==> src/dde_pkg.sv <==
// Shared types and constants for the deadlock detection engine.
// Holds the request and response word layouts, opcodes and register map.
// Depends on nothing; every other file of the block imports it.
package dde_pkg;

   // Defaults for the sizing parameters of the top level.
   localparam int DEF_MAX_PROCS = 16;
   localparam int DEF_MAX_TYPES = 8;

   // Fixed field widths of the request and response words.
   localparam int AMOUNT_W = 8;
   localparam int MASK_W   = 16;

   // Register port.
   localparam int CSR_ADDR_W = 3;
   localparam int CSR_DATA_W = 32;
   localparam logic [0:0] REG_PROCESS_COUNT = 1'b0;
   localparam logic [0:0] REG_TYPE_COUNT    = 1'b1;
   localparam logic [4:0] PROCESS_COUNT_RST = 5'd16;
   localparam logic [3:0] TYPE_COUNT_RST    = 4'd8;

   // Request opcodes.
   typedef enum logic [1:0] {
      OP_TOTAL   = 2'd0,
      OP_ALLOC   = 2'd1,
      OP_REQUEST = 2'd2,
      OP_RUN     = 2'd3
   } op_type;

   // Operation of the shared adder.
   typedef enum logic {
      ALU_ADD = 1'b0,
      ALU_SUB = 1'b1
   } alu_op_type;

   // One request word.
   typedef struct packed {
      op_type              op;
      logic [3:0]          proc_index;
      logic [2:0]          type_index;
      logic [AMOUNT_W-1:0] amount;
   } req_word_type;

   // One response word.
   typedef struct packed {
      logic [MASK_W-1:0] deadlocked_mask;
      logic              any_deadlock;
   } rsp_word_type;

   // Write strobes into the three stores.
   typedef struct packed {
      logic total;
      logic alloc;
      logic request;
   } store_we_type;

endpackage

==> src/dde_store.sv <==
// Storage for resource totals, the allocation matrix and the request matrix.
// One write port and one registered read port per store; uses dde_pkg.
module dde_store #(
   parameter int MAX_PROCS = dde_pkg::DEF_MAX_PROCS,
   parameter int MAX_TYPES = dde_pkg::DEF_MAX_TYPES,
   parameter int T_W       = 3,
   parameter int ADDR_W    = 7
) (
   input  logic                          clock,
   input  dde_pkg::store_we_type         wr_en,
   input  logic [T_W-1:0]                wr_type,
   input  logic [ADDR_W-1:0]             wr_addr,
   input  logic [dde_pkg::AMOUNT_W-1:0]  wr_data,
   input  logic [T_W-1:0]                rd_type,
   input  logic [ADDR_W-1:0]             rd_addr,
   output logic [dde_pkg::AMOUNT_W-1:0]  total_rd,
   output logic [dde_pkg::AMOUNT_W-1:0]  alloc_rd,
   output logic [dde_pkg::AMOUNT_W-1:0]  request_rd
);
   import dde_pkg::*;

   localparam int DEPTH = MAX_PROCS * MAX_TYPES;

   logic [AMOUNT_W-1:0] total_mem   [MAX_TYPES];
   logic [AMOUNT_W-1:0] alloc_mem   [DEPTH];
   logic [AMOUNT_W-1:0] request_mem [DEPTH];
   logic [AMOUNT_W-1:0] total_rd_ff;
   logic [AMOUNT_W-1:0] alloc_rd_ff;
   logic [AMOUNT_W-1:0] request_rd_ff;

   // Writes from load words and registered reads for the sequencer.
   always_ff @(posedge clock) begin
      if (wr_en.total) begin
         total_mem[wr_type] <= wr_data;
      end
      if (wr_en.alloc) begin
         alloc_mem[wr_addr] <= wr_data;
      end
      if (wr_en.request) begin
         request_mem[wr_addr] <= wr_data;
      end
      total_rd_ff   <= total_mem[rd_type];
      alloc_rd_ff   <= alloc_mem[rd_addr];
      request_rd_ff <= request_mem[rd_addr];
   end

   assign total_rd   = total_rd_ff;
   assign alloc_rd   = alloc_rd_ff;
   assign request_rd = request_rd_ff;

endmodule

==> src/dde_alu.sv <==
// Shared signed adder of the detection sequencer.
// Builds availability, tests requests against it and returns allocations.
module dde_alu #(
   parameter int WORK_W = 14
) (
   input  dde_pkg::alu_op_type  op,
   input  logic [WORK_W-1:0]    a,
   input  logic [WORK_W-1:0]    b,
   output logic [WORK_W-1:0]    y
);
   import dde_pkg::*;

   // Two's complement add or subtract; the sign bit serves as the compare.
   always_comb begin
      case (op)
         ALU_SUB: y = a - b;
         default: y = a + b;
      endcase
   end

endmodule

==> src/deadlock_detection_engine_unit.sv <==
// Top level of the deadlock detection engine.
// Depends on dde_pkg, dde_store and dde_alu.
//
// Usage: request words arrive on req_valid/req_ready with req_word. A load
// word (op total, allocation or request) writes one store entry when it is
// taken; it produces no response. A run word starts detection and
// yields one response word on rsp_valid/rsp_ready: a mask of the deadlocked
// processes in use and a flag that any exists.
// Run sequence: every step reads the stores through their registered read
// port and then uses the one shared adder. A sweep that builds availability
// over all processes and types in use is followed by detection passes, at
// most P+1 of them with P processes in use, until a pass marks no new
// process. req_ready is low while a run is in progress.
// The response sits in an output register; load words keep being accepted
// while it waits. A run that finishes while the receiver stalls holds until
// the previous response is taken.
// Reset (synchronous, active high) returns to idle, drops rsp_valid and sets
// process_count to 16 and type_count to 8. Store contents are undefined until
// written; no clearing pass is made.
module deadlock_detection_engine_unit #(
   parameter int MAX_PROCS = dde_pkg::DEF_MAX_PROCS,
   parameter int MAX_TYPES = dde_pkg::DEF_MAX_TYPES
) (
   input  logic                            clock,
   input  logic                            reset,
   input  logic                            req_valid,
   output logic                            req_ready,
   input  dde_pkg::req_word_type           req_word,
   output logic                            rsp_valid,
   input  logic                            rsp_ready,
   output dde_pkg::rsp_word_type           rsp_word,
   input  logic                            csr_psel,
   input  logic                            csr_penable,
   input  logic                            csr_pwrite,
   input  logic [dde_pkg::CSR_ADDR_W-1:0]  csr_paddr,
   input  logic [dde_pkg::CSR_DATA_W-1:0]  csr_pwdata,
   output logic [dde_pkg::CSR_DATA_W-1:0]  csr_prdata,
   output logic                            csr_pready
);
   import dde_pkg::*;

   localparam int P_W    = $clog2(MAX_PROCS);
   localparam int T_W    = (MAX_TYPES > 1) ? $clog2(MAX_TYPES) : 1;
   localparam int ADDR_W = $clog2(MAX_PROCS * MAX_TYPES);
   localparam int WORK_W = $clog2((MAX_PROCS + 1) * 256) + 1;
   localparam int MASK_N = (MAX_PROCS < MASK_W) ? MAX_PROCS : MASK_W;

   typedef enum logic [2:0] {
      S_IDLE,
      S_AV_RD,
      S_AV_OP,
      S_CK_RD,
      S_CK_OP,
      S_AD_RD,
      S_AD_OP,
      S_DONE
   } state_type;

   // Registers.
   state_type          state_ff, state_in;
   logic [P_W-1:0]     p_ff, p_in;
   logic [T_W-1:0]     t_ff, t_in;
   logic [P_W-1:0]     np_last_ff, np_last_in;
   logic [T_W-1:0]     nt_last_ff, nt_last_in;
   logic [WORK_W-1:0]  acc_ff, acc_in;
   logic [MAX_PROCS-1:0] marks_ff, marks_in;
   logic               progress_ff, progress_in;
   logic               rsp_valid_ff, rsp_valid_in;
   rsp_word_type       rsp_word_ff, rsp_word_in;
   logic [WORK_W-1:0]  work_ff [MAX_TYPES];
   logic [4:0]         process_count_ff;
   logic [3:0]         type_count_ff;

   // Combinational signals.
   logic               req_accept;
   logic               type_ok;
   logic               proc_ok;
   store_we_type       store_we;
   logic [T_W-1:0]     wr_type;
   logic [ADDR_W-1:0]  wr_addr;
   logic [ADDR_W-1:0]  rd_addr;
   logic [AMOUNT_W-1:0] total_rd;
   logic [AMOUNT_W-1:0] alloc_rd;
   logic [AMOUNT_W-1:0] request_rd;
   logic [P_W-1:0]     np_last_c;
   logic [T_W-1:0]     nt_last_c;
   logic [MAX_PROCS-1:0] in_use_new;
   logic [MAX_PROCS-1:0] in_use_run;
   logic [MAX_PROCS-1:0] dead;
   rsp_word_type       result_c;
   alu_op_type         alu_op;
   logic [WORK_W-1:0]  alu_a;
   logic [WORK_W-1:0]  alu_b;
   logic [WORK_W-1:0]  alu_y;
   logic [WORK_W-1:0]  work_rd;
   logic               work_we;
   logic               advance;
   logic               csr_write;

   // Register port: always ready, writes on the access phase.
   assign csr_pready = 1'b1;
   assign csr_write  = csr_psel & csr_penable & csr_pwrite;

   always_ff @(posedge clock) begin
      if (reset) begin
         process_count_ff <= PROCESS_COUNT_RST;
         type_count_ff    <= TYPE_COUNT_RST;
      end else if (csr_write) begin
         case (csr_paddr[2])
            REG_PROCESS_COUNT: process_count_ff <= csr_pwdata[4:0];
            default:           type_count_ff    <= csr_pwdata[3:0];
         endcase
      end
   end

   always_comb begin
      case (csr_paddr[2])
         REG_PROCESS_COUNT: csr_prdata = CSR_DATA_W'(process_count_ff);
         default:           csr_prdata = CSR_DATA_W'(type_count_ff);
      endcase
   end

   // Counts in use: zero means one, larger than the maximum saturates.
   always_comb begin
      if (process_count_ff == '0) begin
         np_last_c = '0;
      end else if (int'(process_count_ff) > MAX_PROCS) begin
         np_last_c = P_W'(MAX_PROCS - 1);
      end else begin
         np_last_c = P_W'(int'(process_count_ff) - 1);
      end
      if (type_count_ff == '0) begin
         nt_last_c = '0;
      end else if (int'(type_count_ff) > MAX_TYPES) begin
         nt_last_c = T_W'(MAX_TYPES - 1);
      end else begin
         nt_last_c = T_W'(int'(type_count_ff) - 1);
      end
   end

   // Processes in use, for a new run and for the run in progress.
   always_comb begin
      for (int i = 0; i < MAX_PROCS; i++) begin
         in_use_new[i] = (i <= int'(np_last_c));
         in_use_run[i] = (i <= int'(np_last_ff));
      end
   end

   // Response word from the final marks.
   assign dead = ~marks_ff & in_use_run;

   always_comb begin
      result_c = '0;
      for (int i = 0; i < MASK_N; i++) begin
         result_c.deadlocked_mask[i] = dead[i];
      end
      result_c.any_deadlock = |dead;
   end

   // Load words write the stores; out-of-range indexes are dropped.
   assign req_ready  = (state_ff == S_IDLE);
   assign req_accept = req_valid & req_ready;
   assign type_ok    = int'(req_word.type_index) < MAX_TYPES;
   assign proc_ok    = int'(req_word.proc_index) < MAX_PROCS;

   always_comb begin
      store_we.total   = req_accept && (req_word.op == OP_TOTAL) && type_ok;
      store_we.alloc   = req_accept && (req_word.op == OP_ALLOC) && type_ok && proc_ok;
      store_we.request = req_accept && (req_word.op == OP_REQUEST) && type_ok && proc_ok;
   end

   assign wr_type = T_W'(req_word.type_index);
   assign wr_addr = ADDR_W'(int'(req_word.proc_index) * MAX_TYPES
                            + int'(req_word.type_index));
   assign rd_addr = ADDR_W'(int'(p_ff) * MAX_TYPES + int'(t_ff));

   dde_store #(
      .MAX_PROCS (MAX_PROCS),
      .MAX_TYPES (MAX_TYPES),
      .T_W       (T_W),
      .ADDR_W    (ADDR_W)
   ) u_store (
      .clock      (clock),
      .wr_en      (store_we),
      .wr_type    (wr_type),
      .wr_addr    (wr_addr),
      .wr_data    (req_word.amount),
      .rd_type    (t_ff),
      .rd_addr    (rd_addr),
      .total_rd   (total_rd),
      .alloc_rd   (alloc_rd),
      .request_rd (request_rd)
   );

   // Operand selection for the shared adder.
   assign work_rd = work_ff[t_ff];

   always_comb begin
      case (state_ff)
         S_AV_OP: begin
            alu_op = ALU_SUB;
            alu_a  = (p_ff == '0) ? WORK_W'(total_rd) : acc_ff;
            alu_b  = WORK_W'(alloc_rd);
         end
         S_CK_OP: begin
            alu_op = ALU_SUB;
            alu_a  = work_rd;
            alu_b  = WORK_W'(request_rd);
         end
         default: begin
            alu_op = ALU_ADD;
            alu_a  = work_rd;
            alu_b  = WORK_W'(alloc_rd);
         end
      endcase
   end

   dde_alu #(
      .WORK_W (WORK_W)
   ) u_alu (
      .op (alu_op),
      .a  (alu_a),
      .b  (alu_b),
      .y  (alu_y)
   );

   // Sequencer: availability sweep, then passes until one marks nothing.
   always_comb begin
      state_in     = state_ff;
      p_in         = p_ff;
      t_in         = t_ff;
      np_last_in   = np_last_ff;
      nt_last_in   = nt_last_ff;
      acc_in       = acc_ff;
      marks_in     = marks_ff;
      progress_in  = progress_ff;
      rsp_valid_in = rsp_valid_ff;
      rsp_word_in  = rsp_word_ff;
      work_we      = 1'b0;
      advance      = 1'b0;

      if (rsp_valid_ff && rsp_ready) begin
         rsp_valid_in = 1'b0;
      end

      case (state_ff)
         S_IDLE: begin
            if (req_accept && (req_word.op == OP_RUN)) begin
               np_last_in = np_last_c;
               nt_last_in = nt_last_c;
               marks_in   = in_use_new;
               p_in       = '0;
               t_in       = '0;
               state_in   = S_AV_RD;
            end
         end
         S_AV_RD: begin
            state_in = S_AV_OP;
         end
         S_AV_OP: begin
            // A process holding anything is not idle.
            acc_in = alu_y;
            if (alloc_rd != '0) begin
               marks_in[p_ff] = 1'b0;
            end
            if (p_ff == np_last_ff) begin
               work_we = 1'b1;
               p_in    = '0;
               if (t_ff == nt_last_ff) begin
                  t_in        = '0;
                  progress_in = 1'b0;
                  state_in    = S_CK_RD;
               end else begin
                  t_in     = t_ff + 1'b1;
                  state_in = S_AV_RD;
               end
            end else begin
               p_in     = p_ff + 1'b1;
               state_in = S_AV_RD;
            end
         end
         S_CK_RD: begin
            if (marks_ff[p_ff]) begin
               advance = 1'b1;
            end else begin
               state_in = S_CK_OP;
            end
         end
         S_CK_OP: begin
            // Negative difference means the request exceeds the work value.
            if (alu_y[WORK_W-1]) begin
               t_in    = '0;
               advance = 1'b1;
            end else if (t_ff == nt_last_ff) begin
               marks_in[p_ff] = 1'b1;
               progress_in    = 1'b1;
               t_in           = '0;
               state_in       = S_AD_RD;
            end else begin
               t_in     = t_ff + 1'b1;
               state_in = S_CK_RD;
            end
         end
         S_AD_RD: begin
            state_in = S_AD_OP;
         end
         S_AD_OP: begin
            // Return the finished process's allocation to the work vector.
            work_we = 1'b1;
            if (t_ff == nt_last_ff) begin
               t_in    = '0;
               advance = 1'b1;
            end else begin
               t_in     = t_ff + 1'b1;
               state_in = S_AD_RD;
            end
         end
         S_DONE: begin
            if (!rsp_valid_ff || rsp_ready) begin
               rsp_valid_in = 1'b1;
               rsp_word_in  = result_c;
               state_in     = S_IDLE;
            end
         end
         default: begin
            state_in = S_IDLE;
         end
      endcase

      // Move to the next process, or end the pass.
      if (advance) begin
         if (p_ff == np_last_ff) begin
            p_in = '0;
            if (progress_ff) begin
               progress_in = 1'b0;
               state_in    = S_CK_RD;
            end else begin
               state_in = S_DONE;
            end
         end else begin
            p_in     = p_ff + 1'b1;
            state_in = S_CK_RD;
         end
      end
   end

   always_ff @(posedge clock) begin
      if (reset) begin
         state_ff     <= S_IDLE;
         p_ff         <= '0;
         t_ff         <= '0;
         np_last_ff   <= '0;
         nt_last_ff   <= '0;
         marks_ff     <= '0;
         progress_ff  <= 1'b0;
         rsp_valid_ff <= 1'b0;
         work_ff      <= '{default: '0};
      end else begin
         state_ff     <= state_in;
         p_ff         <= p_in;
         t_ff         <= t_in;
         np_last_ff   <= np_last_in;
         nt_last_ff   <= nt_last_in;
         marks_ff     <= marks_in;
         progress_ff  <= progress_in;
         rsp_valid_ff <= rsp_valid_in;
         if (work_we) begin
            work_ff[t_ff] <= alu_y;
         end
      end
      acc_ff      <= acc_in;
      rsp_word_ff <= rsp_word_in;
   end

   assign rsp_valid = rsp_valid_ff;
   assign rsp_word  = rsp_word_ff;

endmodule

==> config.mk <==
export PLATFORM = sky130hd
export DESIGN_NAME = deadlock_detection_engine_unit
export DESIGN_NICKNAME = d
export VERILOG_FILES = /design/src/dde_pkg.sv /design/src/dde_store.sv /design/src/dde_alu.sv /design/src/deadlock_detection_engine_unit.sv
export SDC_FILE = /design/constraint.sdc
export NUM_CORES = 2
export LEC_CHECK = 0
export BUFFER_PORTS_ARGS = -buffer_cell sky130_fd_sc_hd__buf_2
export CORE_MARGIN = 1.5
export CORE_UTILIZATION = 45
export DETAILED_ROUTE_END_ITERATION = 6
export PLACE_DENSITY = 0.69
export RECOVER_POWER = 100
export SYNTH_ARGS = -nofsm -noshare
export SYNTH_HDL_FRONTEND = slang
export SYNTH_SLANG_ARGS = --single-unit
==> constraint.sdc <==
create_clock -name clock -period 5.2 [get_ports clock]
set_clock_uncertainty 0.1 [all_clocks]
set_input_delay 0.52 -clock clock [delete_from_list [all_inputs] [get_ports clock]]
set_output_delay 0.52 -clock clock [all_outputs]
set_load 0.02 [all_outputs]
==> impl_metrics.ini <==
[run_status]
status = finished with violations
failed_checks = DRC, capacitance limit, slew limit, setup timing

[critical_path]
r2r-end = u_store.alloc_rd[2]
critPathLaunchType = register
slowest_delay_ps = 1390
worstSetupPathType = register to register
cp_cell_sequence = buf_4 > nand2b_1 > nor2_4 > clkbuf_4 > buf_4 > a22oi_1 > nand4_1 > o21ai_0 > o21ai_0 > mux4_2
ff2ff_setup_slack_ps = -20
crit_fanout = 93
crit_slowest_cell = clkbuf_4
required_ps = 5890
cp-end-kind = register
worst_r2r_startpoint = t_ff[1]
arrival_ps = 5900
ff2ff_path_depth = 10

[floorplan]
die_w_um = 450
dieArea_um2 = 202000
die_h_um = 450
rows = 163
initial_utilization_pct = 45.4
coreArea_um2 = 198000
pin_count = 111

[drt]
routedWlPerCell_um = 29.0
routed_wl_mm = 253
drc = 1
ant_nets = 0
vias_per_cell = 6.34
first_iter_violations = 7971
vias = 55200
first_pass_iters = 7

[pwr]
p_int_w = 0.0306
power_frac_comb_pct = 12.3
switching_power_w = 0.0106
pwr-share-clk_pct = 37.1
power_frac_seq_pct = 50.7
cellPowerDensity_nw_per_um2 = 413
swShare_pct = 25.8
vdd_drop_max_mv = 0.429
total_leakage_power_nw = 30.1

[sta]
setup_ws_ps = -15.5
setup_viol = 1
finalHoldViolCount = 0
worst_pin_slew_ps = 5140
fmax_mhz = 192
finalMaxSlewViolations = 1810
min_period_over_period_pct = 100
rsz0062_at_grt = false
slew_headroom_pct = -243
min_period_ps = 5220

[global_routing]
grt_use_met2_pct = 37.3
use_met1_pct = 33.7
track_usage_pct = 24.2
grtUsageMet3_pct = 5.30
grt_antenna_before_repair = 6
grt_pass1_vias = 52900
busiest_layer = met2
grt_pass1_wl_mm = 364
grt.overflow.total = 0
grt_max_degree = 178

[cts]
cts.htree.levels = 4
cts_setup_buffers = 0
cts_sinks = 2323
cts_tree = done
cts_buffers = 211
clkTransAtPathRegs_ps = 60
cts_buffer_depth = 3
cts-root-buf = clkbuf_16
clock_latency_ps = 850

[placed_design]
placed_cell_area_um2 = 93500
pre_cts_slack_ps = 429
gp_congestion = 0.883
hpwl_mm = 139
io_buffers = 53

[final_layout]
final_area_um2 = 99800
area_delta_synth_final_pct = 11.2
layout.nets = 5971
drive_gt1_share_pct = 9.77
final_core_util_pct = 50.5
fillers = 16100

[synthesis]
synth_common_cells = edfxtp_1 (2143), a22oi_1 (596), nor2_1 (458)
yosysWarningCount = 0
synth_cells = 5859
synthTopCellsByArea = edfxtp_1 (72%), a22oi_1 (5.0%), dfxtp_1 (4.0%)
yosysMostFrequentCell = edfxtp_1
synth_top_area_cell = edfxtp_1
yosysSeqAreaShare_pct = 75.7
ys_types = 84
synth_top_cell_area_share_pct = 71.7
synth_edf_count = 2143
synth_area_per_cell_um2 = 15.3
synth_ff_type = edfxtp_1
ys_seq_elements = 2323
synth_area_um2 = 89800
async_reset_ff_share_pct = 0

[min_path]
hold_end = type_count_ff[3]
hold_start = csr_pwrite
hold_depth = 3
min_path_type = input port to register

[run]
maxCapViolations = 21
-- how the worst max path moves through the flow --
stage | endpoint | from
finish | u_store.alloc_rd[2] | t_ff[1]
global route | marks_ff[0] | state_ff[0]
CTS | marks_ff[4] | state_ff[0]
detailed placement | marks_ff[4] | state_ff[0]
global placement | marks_ff[8] | state_ff[0]
floorplan | acc_ff[12] | p_ff[0]
-- repair_timing --
action                                  4_1_cts  5_1_grt
endpoints found under the setup margin        0       12
gates resized for setup                       0        1
hold buffers                                  6        0
hold endpoints to repair                     10        0
-- layer usage --
metal / share of wire [%] / vias up
met5: 0.025 / -
met2: 46 / 3601
li1: - / 23300
met1: 39 / 27700
met4: 4.1 / 8
met3: 11 / 568
-- power groups by stage --
| stage | Sequential [W] | Combinational, W | Clock (W) |
|---|---|---|---|
| 3_3_place_gp | 0.0213 | 0.00485 | 0 |
| 2_1_floorplan | 0.0212 | 0.00309 | 0 |
| 6_report | 0.0209 | 0.00507 | 0.0153 |
| 4_1_cts | 0.0209 | 0.00496 | 0.0154 |
| 3_5_place_dp | 0.0213 | 0.00494 | 0 |
| 5_1_grt | 0.0209 | 0.00540 | 0.0161 |
-- per-stage QoR --
step	hold slack [ps]	TNS (ps)	total power (W)	cells
final	77.2	-15.5	0.0413	8709
after global routing	93.7	0	0.0424	8707
after CTS	18.8	0	0.0412	8707
after detailed placement	346	0	0.0262	8311
after global placement	338	0	0.0261	8311
after floorplan	333	0	0.0243	5885
-- registers in the layout, indices dropped and copies added, names as in the netlist, 5 cells and up --
signal / count
acc_ff: 14
marks_ff: 16
process_count_ff: 5
rsp_word: 17
u_store.alloc_mem: 1024
u_store.alloc_rd: 8
u_store.request_mem: 1024
u_store.request_rd: 8
u_store.total_mem: 64
u_store.total_rd: 8
work_ff: 112
-- logic make-up (layout without fill, tap and decap cells) --
kind of cell / Yosys count / in the layout / share of synthesized area, %
AO/OA/AOI/OAI: 1579 / 1579 / 12.2
other: 2 / 30 / 0.00836
multiplexers: 230 / 230 / 3.34
flip-flops: 2323 / 2323 / 75.7
AND/OR/NAND/NOR: 1207 / 1207 / 6.05
adder cells (fa/ha/maj): 24 / 24 / 0.337
buffers and inverters: 471 / 653 / 2.18
XOR/XNOR: 23 / 23 / 0.224
-- critical path: cells and delay by family (launching register included) --
family | cells | cell delay (ps)
mux | 1 | 420
buf+inv | 3 | 2190
compound gates | 3 | 1150
flops | 1 | 560
simple gates | 3 | 690
-- cells in the final DEF (no fill, tap or decap), types with 17 or more instances in the layout --
| cell type | count |
|---|---|
| edfxtp_1 | 2143 |
| a22oi_1 | 596 |
| nor2_1 | 449 |
| a21oi_1 | 359 |
| nand2_1 | 340 |
| clkbuf_16 | 214 |
| dfxtp_1 | 173 |
| o21ai_0 | 160 |
| nand4_1 | 146 |
| clkbuf_1 | 131 |
| nand3_1 | 124 |
| a22o_1 | 118 |
| mux2i_1 | 111 |
| a221oi_1 | 106 |
| buf_4 | 77 |
| mux2_2 | 71 |
| clkinv_1 | 53 |
| o211ai_1 | 49 |
| mux4_2 | 46 |
| a211oi_1 | 45 |
| clkinv_2 | 38 |
| o31ai_1 | 37 |
| nor3_1 | 35 |
| conb_1 | 28 |
| nor2b_1 | 24 |
| inv_1 | 24 |
| o22ai_1 | 24 |
| clkbuf_2 | 24 |
| buf_12 | 22 |
| ha_1 | 21 |
| buf_2 | 21 |
| bufinv_16 | 17 |
-- final cells by class --
class	instances	area (um2)	area share, %
clock buffers	264	5560	5.57
multi-input cells	3091	20100	20.1
diodes	2	5.00	0.00501
inverters	28	108	0.108
well taps	2640	3300	3.31
repair buffers	235	1630	1.63
clock inverters	126	1180	1.18
flip-flops and latches	2323	68000	68.1
(Power assumes the default switching activity.)
